==> config.mk <==
export PLATFORM = sky130hd
export DESIGN_NAME = pstn_result_fifo
export DESIGN_NICKNAME = d
export VERILOG_FILES = /design/src/hw/rtl/pstn_pkg.sv /design/src/hw/rtl/pstn_result_fifo.sv
export SDC_FILE = /design/constraint.sdc
export NUM_CORES = 1
export LEC_CHECK = 0
export ABC_CLOCK_PERIOD_IN_PS = 8000
export BUFFER_PORTS_ARGS = -buffer_cell sky130_fd_sc_hd__buf_2
export CAP_MARGIN = 30
export CORE_MARGIN = 4
export CORE_UTILIZATION = 62
export DETAILED_ROUTE_END_ITERATION = 7
export PLACE_DENSITY_LB_ADDON = 0.2
export SLEW_MARGIN = 20
export SYNTH_ARGS = -nofsm -noshare
export SYNTH_HDL_FRONTEND = slang
export SYNTH_SLANG_ARGS = --single-unit
export TNS_END_PERCENT = 10
==> constraint.sdc <==
create_clock -name clk -period 8 [get_ports clk]
set_input_delay 0.8 -clock clk [delete_from_list [all_inputs] [get_ports clk]]
set_output_delay 0.8 -clock clk [all_outputs]
set_load 0.1 [all_outputs]
==> src/hw/rtl/pstn_pkg.sv <==
// pstn_pkg: shared constants, types and helpers of the five-point stencil sum block
// used by every rtl file of the block and by its checker

package pstn_pkg;

	localparam int MAX_WIDTH     = 1024;
	localparam int PIXEL_BITS    = 16;
	localparam int COL_BITS      = $clog2(MAX_WIDTH);
	localparam int ROW_BITS      = 16;
	localparam int WCFG_BITS     = COL_BITS + 1;
	localparam int SUM_BITS      = PIXEL_BITS + 3;
	localparam int OUT_DATA_BITS = ((ROW_BITS + COL_BITS + SUM_BITS + 7) / 8) * 8;
	localparam int PADDR_BITS    = 3;
	localparam int APB_DATA_BITS = 32;

	localparam int FIFO_DEPTH    = 4;
	localparam int FIFO_PTR_BITS = $clog2(FIFO_DEPTH);
	localparam int FIFO_CNT_BITS = FIFO_PTR_BITS + 1;

	// register index, taken from paddr[2]
	localparam logic REG_FRAME_WIDTH  = 1'b0;
	localparam logic REG_FRAME_HEIGHT = 1'b1;

	typedef logic signed [PIXEL_BITS-1:0] pixel_t;
	typedef logic signed [SUM_BITS-1:0]   sum_t;

	typedef struct packed {
		logic [ROW_BITS-1:0] row;
		logic [COL_BITS-1:0] col;
		logic                last_row;
		logic                last_col;
		pixel_t              px;
	} item_t;

	typedef struct packed {
		logic                done;
		sum_t                sum;
		logic [COL_BITS-1:0] col;
		logic [ROW_BITS-1:0] row;
	} result_t;

	typedef struct packed {
		logic [2:0]        valid;
		result_t [2:0]     data;
	} res_set_t;

	typedef struct packed {
		logic                en;
		logic [COL_BITS-1:0] addr;
		pixel_t              data;
	} up_wr_t;

	typedef struct packed {
		pixel_t mid_c;
		pixel_t mid_c1;
		pixel_t up_c;
	} line_rd_t;

	function automatic sum_t sext(input pixel_t v);
		return {{(SUM_BITS-PIXEL_BITS){v[PIXEL_BITS-1]}}, v};
	endfunction

endpackage

==> src/hw/rtl/pstn_result_fifo.sv <==
// pstn_result_fifo: small result queue that takes up to three results at once
// depends on pstn_pkg; its head is the registered output of the block

module pstn_result_fifo (
	input  logic                               clk,
	input  logic                               arst_n,
	input  logic                               push,
	input  pstn_pkg::res_set_t                 push_set,
	output logic [pstn_pkg::FIFO_CNT_BITS-1:0] space,
	output logic                               out_valid,
	input  logic                               out_ready,
	output pstn_pkg::result_t                  out_data
);

	pstn_pkg::result_t mem [pstn_pkg::FIFO_DEPTH];

	logic [pstn_pkg::FIFO_PTR_BITS-1:0] wr_ptr_q, rd_ptr_q;
	logic [pstn_pkg::FIFO_CNT_BITS-1:0] count_q;
	logic [pstn_pkg::FIFO_PTR_BITS-1:0] wr_idx [3];
	logic [pstn_pkg::FIFO_PTR_BITS-1:0] n_push;
	logic                               pop;

	// pack the valid results of one request into consecutive slots
	always_comb begin
		wr_idx[0] = wr_ptr_q;
		wr_idx[1] = wr_ptr_q + pstn_pkg::FIFO_PTR_BITS'(push_set.valid[0]);
		wr_idx[2] = wr_idx[1] + pstn_pkg::FIFO_PTR_BITS'(push_set.valid[1]);
		n_push = push ? (pstn_pkg::FIFO_PTR_BITS'(push_set.valid[0])
			+ pstn_pkg::FIFO_PTR_BITS'(push_set.valid[1])
			+ pstn_pkg::FIFO_PTR_BITS'(push_set.valid[2])) : '0;
	end

	assign out_valid = count_q != '0;
	assign pop       = out_valid && out_ready;
	assign out_data  = mem[rd_ptr_q];
	assign space     = pstn_pkg::FIFO_CNT_BITS'(pstn_pkg::FIFO_DEPTH) - count_q;

	always_ff @(posedge clk) begin
		for (int i = 0; i < 3; i++) begin
			if (push && push_set.valid[i]) begin
				mem[wr_idx[i]] <= push_set.data[i];
			end
		end
	end

	always_ff @(posedge clk or negedge arst_n) begin
		if (!arst_n) begin
			wr_ptr_q <= '0;
			rd_ptr_q <= '0;
			count_q  <= '0;
		end else begin
			wr_ptr_q <= wr_ptr_q + n_push;
			rd_ptr_q <= rd_ptr_q + pstn_pkg::FIFO_PTR_BITS'(pop);
			count_q  <= count_q + pstn_pkg::FIFO_CNT_BITS'(n_push)
				- pstn_pkg::FIFO_CNT_BITS'(pop);
		end
	end

endmodule

---- Yosys cells after proc, flatten, opt, wreduce, memory -nomap -nowiden ----
Memory sizes are Yosys's and may differ from the RTL's.
Index checks and enable logic that the tools add are counted.
word-level totals
  register bits ........................... 7
  RAM bits ................................ 184
  bits of input ports ..................... 145
  output and inout bits ................... 50
  word-level logic and storage cells ...... 25
  memories ................................ 1
memory list
  name  depth  bits a word  read ports  clocked after memory_dff  write ports  line                    RTL
  mem   4      46           1           0                         3            pstn_result_fifo.sv:15  pstn_pkg::result_t mem [pstn_pkg::FIFO_DEPTH];
cells by class
  add/sub/neg operators ................... 9
  muxes and demuxes ....................... 7
  reduce and logical (&&, ||, !) cells .... 5
operators by type and width
  kind                                         number
  2-bit by 1-bit adder with 2-bit output       4
  1-bit two-way mux                            6
  1-bit logical AND                            4
  3-bit by 2-bit adder with 3-bit output       1
  3-bit nonzero test                           1
  3-bit by 1-bit subtractor with 3-bit output  1
  3-bit subtractor, first input constant       1
  1-bit by 1-bit adder with 2-bit output       1
  2-bit adder                                  1
  2-bit two-way mux                            1

---- Longest topological paths before layout ----
  word-level depth ........................ 5
  gate-level depth with buffers ........... 10
  gate-level depth less buffers ........... 10

---- Worst setup path after synthesis ----
OpenSTA, ideal clock, no wires.
  path kind ............................... input-to-reg
  from .................................... input push
  to ...................................... memory mem[0][0] (netlist bit), enable pin
  setup time .............................. 520 ps
  data arrival time ....................... 4524 ps
  data required time ...................... 7480 ps
  setup slack ............................. 2956 ps
  cell stages on the path ................. 3
  path buffers ............................ 1
  cell sequence ........................... buf_2 nand2_1 o311ai_1
RTL lines
  element             line                    RTL
  start: declaration  pstn_result_fifo.sv:7   input logic push,
  end: declaration    pstn_result_fifo.sv:15

==> impl_metrics.yaml <==
flow_run:
  drv_cap: 0
timing:
  hold_violations: 0
  fin_tns_setup_ns: 0
  finalMaxSlewViolations: 0
  relSlewSlack_pct: 33.3
  worst_slew_pin_slew_ns: 1.00
  max_freq_mhz: 266
  skew_ns: 0.00752
  period_share_pct: 47.0
  finalSetupViolations: 0
  min_period_ns: 3.76
  rsz0062_at_grt: "no"
critical_path:
  cp_max_fo: 51
  crit_slowest_cell: "xnor3_4"
  cp.required_ns: 8.06
  path_cells: "ha_1, xnor3_4, buf_12, or2_2, o221ai_4, buf_4"
  cpLargestDelayFamily: "buffers and inverters"
  cp_num_buf_inv: 2
  critical_path.startpoint_type: "register"
  slowest_delay_ns: 0.89
  critPathKind: "register to register"
  worstPathArrival_ns: 3.82
  end_kind: "register"
logic_synthesis:
  ys_ff_latch: 191
  yosys_warnings: 0
  synth_cells: 1178
  syn_area_sq_um: 11700
  yosys.area.top_type: "edfxtp_1"
  yosysUniqueCellTypes: 30
  synth_area_leaders: "edfxtp_1 (47%), a31oi_1 (9.8%), mux4_2 (8.8%)"
  synth_top_area_share_pct: 47.1
  synth.avg_cell_area_sq_um: 9.95
  synth_nets: 1332
  seq_area_frac_synth_pct: 48.6
placed_design:
  io_buffer_count: 194
  place.gp.congestion: 0.854
  dp_hpwl_mm: 20.7
global_route:
  grt_first_pass_wirelength_mm: 58.0
  grt_pass1_vias: 10900
  grt_max_degree: 93
  grt_overflow: 0
  antenna_found_initial: 3
  grtUsageTotal_pct: 34.2
clock_tree:
  cts_resized: 0
  clock_latency_ns: 0.44
  clockBufferDepth: 2
  cts-root-buf: "clkbuf_16"
  post_cts_buffers: 0
  cts_sinks: 191
  cts_inserted_buffers: 17
  postCtsHoldBufs: 0
  clkTransAtPathRegs_ns: 0.06
  h-tree-depth: 4
  cts_tree: "done"
route:
  routed_wirelength_mm: 37.3
  vias: 11300
  first_pass_iters: 7
  avgViaCountPerCell: 7.46
  ant_nets: 0
  first_iter_violations: 1825
  wl_per_cell_microns: 24.7
  route.detailed.drc: 0
floorplanning:
  num_rows: 50
  dieArea_sq_um: 21200
  core_region_area_sq_um: 18600
  die_w_microns: 145
  dieHeight_microns: 145
  num_io_pins: 195
  start_util_pct: 62.9
finish:
  syn_to_final_growth_pct: 14.4
  drive_gt1_share_pct: 24.6
  layout.nets: 1419
  final_cell_mix: "buf_2 (194), nand3_1 (185), nor3_1 (184), a31oi_1 (184), edfxtp_1 (184)"
  final_common_cell: "buf_2"
  fill_cells: 1365
min_path:
  hold_path_class: "input port to async pin"
outcome:
  status: "completed"
[cell families after synthesis]
group / Yosys count / share of synthesized area (%)
fa+ha+maj: 9 / 1.09
flops: 191 / 48.6
simple gates: 388 / 16.6
mux: 46 / 8.84
compound gates: 372 / 18.0
xor+xnor: 11 / 1.13
buf+inv: 161 / 5.67
[cells in the mapped netlist]
library cell,count
buf_4,4
nand3_1,187
xnor2_1,4
xor3_1,1
xnor2_2,1
and3_1,2
xor2_1,4
or2_1,1
mux4_2,46
dfrtp_1,7
and2_1,1
nand2b_1,1
o221ai_1,2
o21ai_0,176
fa_1,2
o311ai_1,2
a31oi_1,184
nor2b_1,2
buf_2,36
xnor3_1,1
nor3_1,184
buf_1,9
edfxtp_1,184
nand3b_1,2
o21ai_1,8
nand2_1,7
clkbuf_1,104
inv_1,8
and3b_1,1
ha_1,7
[layer usage]
layer | wire, microns | up-vias | GRT usage [%]
li1 | - | 4844 | -
met1 | 12600 | 5300 | 44.4
met2 | 18500 | 999 | 56.3
met3 | 4910 | 144 | 6.63
met4 | 1350 | 2 | 15.9
met5 | 13 | - | 0
[area by class of cell]
cell class	count	area [sq um]	area share (%)
Tap cell	234	293	2.18
Clock buffer	17	425	3.17
Timing Repair Buffer	221	1300	9.72
Multi-Input combinational cell	826	5500	41.0
Sequential cell	191	5710	42.5
Antenna cell	2	5.00	0.0373
Inverter	8	30.0	0.224
Clock inverter	14	144	1.07
[metrics by stage]
stage	cell area, sq um	utilization (%)	instances	setup WS [ns]	hold WS (ns)
3_3_place_gp	12600	67.7	1470	3.67	0.513
4_1_cts	13400	71.7	1509	4.18	0.186
3_5_place_dp	12800	68.6	1478	3.75	0.540
6_report	13400	71.9	1513	4.24	0.194
5_1_grt	13400	71.9	1513	4.18	0.187
2_1_floorplan	11700	-	1178	2.96	0.502
[sequential cells by signal (all words and copies together), names as in the netlist]
| signal | cells |
|---|---|
| rd_ptr_q | 2 |
| mem | 184 |
| count_q | 3 |
| wr_ptr_q | 2 |
[worst paths after layout]
path,startpoint,end,slack [ns],depth (start not counted)
worst max-delay path,wr_ptr_q[0]$_DFF_PN0_,mem[2][14]$_DFFE_PP_,4.24,6
max in group asynchronous,arst_n,rd_ptr_q[0]$_DFF_PN0_,7.63,1
worst max register to register,wr_ptr_q[0]$_DFF_PN0_,mem[2][14]$_DFFE_PP_,4.24,6
min in group clk,count_q[2]$_DFF_PN0_,count_q[2]$_DFF_PN0_,0.55,2
worst min-delay path,arst_n,count_q[0]$_DFF_PN0_,0.19,1
worst min register to register,count_q[2]$_DFF_PN0_,count_q[2]$_DFF_PN0_,0.55,2
Power is not shown: default switching activity piles up to over one toggle a cycle in this logic, so the estimate is an artifact.
