### src/hw/rtl/pstn_pkg.sv
// pstn_pkg: shared constants, types and helpers of the five-point stencil sum block
// used by every rtl file of the block and by its checker

package pstn_pkg;

	localparam int MAX_WIDTH     = 1024;
	localparam int PIXEL_BITS    = 16;
	localparam int COL_BITS      = $clog2(MAX_WIDTH);
	localparam int ROW_BITS      = 16;
	localparam int WCFG_BITS     = COL_BITS + 1;
	localparam int SUM_BITS      = PIXEL_BITS + 3;
	localparam int OUT_DATA_BITS = ((ROW_BITS + COL_BITS + SUM_BITS + 7) / 8) * 8;
	localparam int PADDR_BITS    = 3;
	localparam int APB_DATA_BITS = 32;

	localparam int FIFO_DEPTH    = 4;
	localparam int FIFO_PTR_BITS = $clog2(FIFO_DEPTH);
	localparam int FIFO_CNT_BITS = FIFO_PTR_BITS + 1;

	// register index, taken from paddr[2]
	localparam logic REG_FRAME_WIDTH  = 1'b0;
	localparam logic REG_FRAME_HEIGHT = 1'b1;

	typedef logic signed [PIXEL_BITS-1:0] pixel_t;
	typedef logic signed [SUM_BITS-1:0]   sum_t;

	typedef struct packed {
		logic [ROW_BITS-1:0] row;
		logic [COL_BITS-1:0] col;
		logic                last_row;
		logic                last_col;
		pixel_t              px;
	} item_t;

	typedef struct packed {
		logic                done;
		sum_t                sum;
		logic [COL_BITS-1:0] col;
		logic [ROW_BITS-1:0] row;
	} result_t;

	typedef struct packed {
		logic [2:0]        valid;
		result_t [2:0]     data;
	} res_set_t;

	typedef struct packed {
		logic                en;
		logic [COL_BITS-1:0] addr;
		pixel_t              data;
	} up_wr_t;

	typedef struct packed {
		pixel_t mid_c;
		pixel_t mid_c1;
		pixel_t up_c;
	} line_rd_t;

	function automatic sum_t sext(input pixel_t v);
		return {{(SUM_BITS-PIXEL_BITS){v[PIXEL_BITS-1]}}, v};
	endfunction

endpackage

### src/hw/rtl/pstn_stencil.sv
// pstn_stencil: stage 1 of the block, forms up to three neighbour sums per pixel
// depends on pstn_pkg; fed by pstn_line_store, drains into pstn_result_fifo

module pstn_stencil (
	input  logic                               clk,
	input  logic                               arst_n,
	input  logic                               in_accept,
	input  pstn_pkg::item_t                    in_item,
	input  pstn_pkg::line_rd_t                 line,
	input  logic [pstn_pkg::FIFO_CNT_BITS-1:0] fifo_space,
	output logic                               in_ready,
	output logic                               adv,
	output pstn_pkg::res_set_t                 res,
	output pstn_pkg::up_wr_t                   up_wr
);

	pstn_pkg::item_t  item_s1;
	logic             valid_s1;
	pstn_pkg::pixel_t left_q;
	pstn_pkg::pixel_t prev_q;
	pstn_pkg::pixel_t prev2_q;

	logic       c_ge1, c_ge2, r_ge1, r_ge2;
	logic [1:0] n_res;

	assign c_ge1 = item_s1.col != '0;
	assign c_ge2 = item_s1.col > pstn_pkg::COL_BITS'(1);
	assign r_ge1 = item_s1.row != '0;
	assign r_ge2 = item_s1.row > pstn_pkg::ROW_BITS'(1);

	always_comb begin
		res.valid[0] = r_ge1;
		res.valid[1] = item_s1.last_row && c_ge1;
		res.valid[2] = item_s1.last_row && item_s1.last_col;

		// sum for the pixel one row up, now that its lower neighbour is here
		res.data[0].row  = item_s1.row - 1'b1;
		res.data[0].col  = item_s1.col;
		res.data[0].done = 1'b0;
		res.data[0].sum  = pstn_pkg::sext(line.mid_c) + pstn_pkg::sext(item_s1.px)
			+ (c_ge1 ? pstn_pkg::sext(left_q) : '0)
			+ (!item_s1.last_col ? pstn_pkg::sext(line.mid_c1) : '0)
			+ (r_ge2 ? pstn_pkg::sext(line.up_c) : '0);

		// last row: the pixel to the left is complete
		res.data[1].row  = item_s1.row;
		res.data[1].col  = item_s1.col - 1'b1;
		res.data[1].done = 1'b0;
		res.data[1].sum  = pstn_pkg::sext(prev_q) + pstn_pkg::sext(item_s1.px)
			+ (c_ge2 ? pstn_pkg::sext(prev2_q) : '0)
			+ (r_ge1 ? pstn_pkg::sext(left_q) : '0);

		// final pixel of the frame
		res.data[2].row  = item_s1.row;
		res.data[2].col  = item_s1.col;
		res.data[2].done = 1'b1;
		res.data[2].sum  = pstn_pkg::sext(item_s1.px)
			+ (c_ge1 ? pstn_pkg::sext(prev_q) : '0)
			+ (r_ge1 ? pstn_pkg::sext(line.mid_c) : '0);
	end

	assign n_res = {1'b0, res.valid[0]} + {1'b0, res.valid[1]} + {1'b0, res.valid[2]};
	assign adv = valid_s1 && ({1'b0, n_res} <= fifo_space);
	assign in_ready = !valid_s1 || adv;

	assign up_wr.en   = adv;
	assign up_wr.addr = item_s1.col;
	assign up_wr.data = line.mid_c;

	always_ff @(posedge clk or negedge arst_n) begin
		if (!arst_n) begin
			valid_s1 <= 1'b0;
		end else if (in_accept) begin
			valid_s1 <= 1'b1;
		end else if (adv) begin
			valid_s1 <= 1'b0;
		end
	end

	always_ff @(posedge clk) begin
		if (in_accept) begin
			item_s1 <= in_item;
		end
	end

	// previous row at column c-1, and this row at c-1 and c-2
	always_ff @(posedge clk) begin
		if (adv) begin
			left_q  <= line.mid_c;
			prev_q  <= item_s1.px;
			prev2_q <= prev_q;
		end
	end

endmodule

### config.mk
export PLATFORM = sky130hd
export DESIGN_NAME = pstn_stencil
export DESIGN_NICKNAME = d
export VERILOG_FILES = /design/src/hw/rtl/pstn_pkg.sv /design/src/hw/rtl/pstn_stencil.sv
export SDC_FILE = /design/constraint.sdc
export NUM_CORES = 1
export LEC_CHECK = 0
export ABC_AREA = 1
export BUFFER_PORTS_ARGS = -buffer_cell sky130_fd_sc_hd__buf_2
export CORE_MARGIN = 1.5
export CORE_UTILIZATION = 56
export DETAILED_ROUTE_END_ITERATION = 10
export PLACE_DENSITY = 0.93
export SLEW_MARGIN = 20
export SYNTH_ARGS = -nofsm -noshare
export SYNTH_HDL_FRONTEND = slang
export SYNTH_SLANG_ARGS = --single-unit
### constraint.sdc
create_clock -name clk -period 6.7 [get_ports clk]
set_input_delay 1.005 -clock clk [delete_from_list [all_inputs] [get_ports clk]]
set_output_delay 1.005 -clock clk [all_outputs]
set_load 0.01 [all_outputs]
## Yosys cells after proc, flatten, opt, wreduce, memory -nomap -nowiden

Index checks and enable logic that the tools add are counted.

- Add/subtract/negate cells: 13
- $lt $le $gt $ge: 3
- Muxes and demuxes: 9
- Reductions and logical operators: 8

Operator list:

| cell | count |
|---|---|
| adder 19 bit | 7 |
| two-way mux 19 bit | 7 |
| adder 16 x 16 -> 17 bit | 2 |
| > comparator 16 x 1 -> 1 bit, second input constant | 1 |
| nonzero test 16 bit | 1 |
| subtractor 16 x 1 -> 16 bit, second input constant | 1 |
| > comparator 10 x 1 -> 1 bit, second input constant | 1 |
| nonzero test 10 bit | 1 |
| subtractor 10 x 1 -> 10 bit, second input constant | 1 |
| less-or-equal comparator 2 x 3 -> 1 bit | 1 |
| logical AND 1 bit | 3 |
| adder 1 x 1 -> 2 bit | 1 |
| adder 2 x 1 -> 2 bit | 1 |
| two-way mux 1 bit | 2 |
| nonzero test 2 bit | 1 |
| zero test 1 bit | 1 |
| logical OR 1 bit | 1 |

- Register bits: 93
- Bits of input ports: 98

## Depth between registers and ports, before layout

- Word-level depth: 8
- Mapped depth: 23
- Depth with buffers taken out: 23

## Least setup slack after synthesis

Ideal clock, no wire load.

- Path kind: flip-flop to output port
- From: reg item_s1 (netlist bit res[46])
- To: out up_wr[26] (netlist name)
- Data arrival time: 4,678 ps
- Required time: 5,695 ps
- Setup slack: 1,017 ps
- Cell stages (with the launch flop): 13
- Path buffers: 2
- Cell sequence: edfxtp_1 -> inv_1 -> ha_1 -> inv_1 -> nor2_4 -> nand2_4 -> inv_6 -> buf_12 -> fa_1 -> ha_1 -> a211oi_1 -> nor2_1 -> buf_4

- Word-level cells in the longest chain between the ends: 5

Ends and longest elaborated chain:

| what | line | text |
|---|---|---|
| start, declared | pstn_stencil.sv:17 | `pstn_pkg::item_t item_s1;` |
| start signal, assigned | pstn_stencil.sv:82 | `item_s1 <= in_item;` |
| nonzero test 16 bit | pstn_stencil.sv:28 | `assign r_ge1 = item_s1.row != '0;` |
| adder 1 x 1 -> 2 bit | pstn_stencil.sv:62 | `assign n_res = {1'b0, res.valid[0]} + {1'b0, res.valid[1]} + {1'b0, res.valid[2]};` |
| adder 2 x 1 -> 2 bit | pstn_stencil.sv:62 |  |
| less-or-equal comparator 2 x 3 -> 1 bit | pstn_stencil.sv:63 | `assign adv = valid_s1 && ({1'b0, n_res} <= fifo_space);` |
| logical AND 1 bit | pstn_stencil.sv:63 |  |
| end, declared | pstn_stencil.sv:14 | `output pstn_pkg::up_wr_t up_wr` |

Every way passes these cells.

==> metrics.md <==
| Metric | Value |
|---|---|
| Status | completed |
| Worst Clk Skew | a little under 0.008 ns |
| Main combinational cell family by area after synthesis | simple AND/OR/NAND/NOR gates |
| Final WS setup | between 0.7 and 0.8 ns |
| # DRC | 0 |
| FP Rows | 51 |
| Initial drt markers | between 800 and 900 |
| Cell family with most CP delay | adder cells |
| Total clock sinks | 93 |
| # setup viols final | 0 |
| Final-report max-slew violation count | 0 |
| Synth cell types | 39 |
| Nets | slightly below 2000 |
| Critical path type | in2out |
| Pre-Repair DR Iteration Count | 6 |
| Setup crit end kind | output port |
| Unrepaired setup endpoints after global routing | no |
| Crit path DAT | between 4 and 5 ns |
| Multiplexer area fraction after synthesis | 0% |
| Drt via density | 5.118 |
| HPWL after DPL | about 25000 µm |
| Cells after Synth | about 1500 |
| CP max stage delay | between 0.5 and 0.6 ns |
| Final min period | approximately 5.9 ns |
| Max-slew headroom | between 20% and 30% |
| Initial Utilization | between 50% and 60% |
| FF+latch count, synth | slightly above 90 |
| Critical-path cell list | buf_2 -> ha_1 -> fa_1 -> nand3_1 -> nand2_1 -> nand3_1 -> nand2_1 -> nand2_1 -> nand2_1 -> nand2_1 -> nand2_1 -> fa_1 -> inv_1 -> fa_1 -> inv_1 -> ha_1 -> a21oi_1 -> o21ai_0 -> a21oi_1 -> nand2_1 -> nand2_1 -> nand2_1 -> buf_2 |
| Largest net degree at the start of global routing | 50 |
| H-tree Lvls | 3 |
| Core area | around 0.019 mm² |
| CTS tree | done |
| Clock-pin slew on the worst setup and hold paths | roughly 0.070 ns |
| PwrDens | 364.8 mW/mm² |
| Root buf cell | clkbuf_16 |
| Fmax | 168.3 MHz |
| Die Area | 0.02071 mm² |
| Layout area overhead | 11.31% |
| CP startpoint kind | input port |
| Buf/Inv on CP | 4 |
| Post-Syn Area | 0.01112 mm² |
| Crit-path most repeated cell | nand2_1 |
| Synth Warn # | 0 |
| Yosys top cell area share | between 20 and 25% |
| CTS Buffer Depth | 2 |
| Asr flop ratio synth | under 10% |
| # hold bufs at CTS | 0 |
| Via count | between 10000 and 15000 |
| Top Ports | around 270 |
| Post-Synth Simple-Gate Area | between 20% and 30% |
| Chip width | between 100 and 150 µm |
| Vias in the first global route | 9532 |
| RD Place Congestion | between 0.9 and 1 |
| EDFF count, synth | 92 |
| Register area | 0.002788 mm² |
| Number of port buffers | ~260 |
| Part of the Yosys area used for sequential elements | between 20 and 30% |
| Slowest-stage cell, CP | fa_1 |
| Post-synth top flop | edfxtp_1 |
| First-pass GRT wire length | 46800 µm |
| HP Class | in2async |
| Fill count | around 1700 |
| Synth top area cells | edfxtp_1 (25%), nand2_1 (14%), fa_1 (13%), inv_1 (10%), ha_1 (10%) |
| Final ANT Viol Nets | 0 |
| Pwr Total | about 4500 µW |
| Grt ovf | 0 |
| Synth Area in XOR/XNOR | around 4.7% |
| Compound-Gate Fraction of Synth Area | roughly 5.7% |
| Worst Path Max Fanout | 4 |
| Final TNS setup | 0 ns |
| Worst vdd ir | around 0.22 mV |
| Share of layout cells above drive strength 1 | between 10% and 20% |
| Die Y-Extent | 143.9 µm |
| Crit share post-route | about nine tenths |
| Most common cell in the synthesized netlist | nand2_1 |
| Multi-input gate area | 0.006499 mm² |
| Mean Syn Cell Area | between 7 and 8 µm² |
| Drt wl/cell | 15.19 µm |
| Hold Fails Final Rpt | 0 |
| Leakage power | 0.006973 µW |
| Post-CTS setup buffers | 0 |
| CTS buffer count | 9 |
| Maxcap violations | 0 |
| CTS resizes | 0 |
| Post-Synth Adder-Cell Area | between 20% and 30% |
| Yosys top cell by area | edfxtp_1 |
| WL final | around 30000 µm |
| Post-Route Utilization | a little under two thirds |
| Total Routing Usage GR | between 20 and 30% |
| Worst EP required | 5.69 ns |
| Pin slew with the least headroom to its limit | roughly 1.1 ns |
| Clk Latency, worst-skew pair | 0.35 ns |
| Setup slack at placement | between 0.7 and 0.8 ns |
| Synth top cells by count | nand2_1 (408), inv_1 (302), nor2_1 (148) |
| Initial antenna violation count | 1 |
worst reg2reg max path: cells and delay by family, from the launching register on:
kind | cells | cell delay [ns]
adder cells (fa/ha/maj) | 3 | 0.88
buffers and inverters | 2 | 0.49
flip-flops | 1 | 0.47
AO/OA/AOI/OAI | 1 | 0.41
AND/OR/NAND/NOR | 7 | 0.92
metal layers:
metal	GRT usage, %	up-vias	part of all wire (%)
met5	0	-	0
met4	9.936	0	3.2
met3	5.098	64	7.5
met2	49.69	410	48
li1	-	4950	-
met1	38.13	4623	41
sequential cells by signal, indices dropped and copies added, names as in the netlist:
| register | count |
|---|---|
| item_s1 | 18 |
| prev2_q | 16 |
| prev_q | 16 |
| left_q | 16 |
| res | 26 |
| valid_s1 | 1 |
worst paths after layout:
check | from | endpoint | slack [ns] | cells after the start
setup / recovery | line[32] | res[43] | 0.76 | 23
hold / removal | arst_n | valid_s1 | 0.41 | 1
setup reg to reg | res[16] | prev_q[15] | 3.17 | 13
hold reg to reg | prev_q[9] | prev2_q[9] | 0.50 | 0
max in group asynchronous | arst_n | valid_s1 | 6.20 | 1
min in group clk | prev_q[9] | prev2_q[9] | 0.50 | 0
layout make-up:
| class | count | area share [%] |
|---|---|---|
| well taps | 265 | 2.679 |
| flip-flops and latches | 93 | 22.53 |
| inverters | 306 | 9.322 |
| repair buffers | 266 | 10.80 |
| clock inverters | 5 | 0.2932 |
| clock buffers | 10 | 1.850 |
| diodes | 1 | 0.02022 |
| multi-input cells | 1017 | 52.51 |
logic make-up after synthesis:
| family | after synthesis |
|---|---|
| simple gates | 671 |
| buf+inv | 398 |
| fa+ha+maj | 162 |
| compound gates | 121 |
| flops | 93 |
| xor+xnor | 60 |
| other cells | 2 |
placed cells by master, fill, tap and decap left out, types with 3 or more instances in the layout:
cell type	Yosys	final
nor2_1	148	147
nand4_1	3	3
ha_1	89	89
edfxtp_1	92	92
nand3_1	66	66
and2_1	5	5
o21ai_1	4	4
a21o_1	4	4
o21bai_1	3	3
conb_1	2	3
buf_2	2	264
a21oi_1	75	75
nand2_1	408	408
nand3b_1	4	4
xor2_1	44	44
o21ai_0	32	32
nor2_2	12	12
inv_1	302	302
clkbuf_16	0	9
inv_2	3	3
fa_1	73	73
nor3_1	16	16
xnor2_1	16	16
where the power goes:
part           internal, µW  switching [µW]  total (µW)  leakage [µW]
Clock                   251             226         477      0.000133
Sequential              714            65.4         779      0.000907
Combinational          1240            2010        3260       0.00593
Total                  2210            2300        4510       0.00697
stage by stage:
step                      instances  hold slack [ns]  instance area (µm²)
after CTS                      1962           0.3997                12370
final                          1963           0.4100                12380
after global routing           1963           0.3981                12380
after global placement         1947           0.4645                12110
after detailed placement       1947           0.4750                12110
after floorplan                1508           0.4543                11120
(Power assumes the default switching activity.)
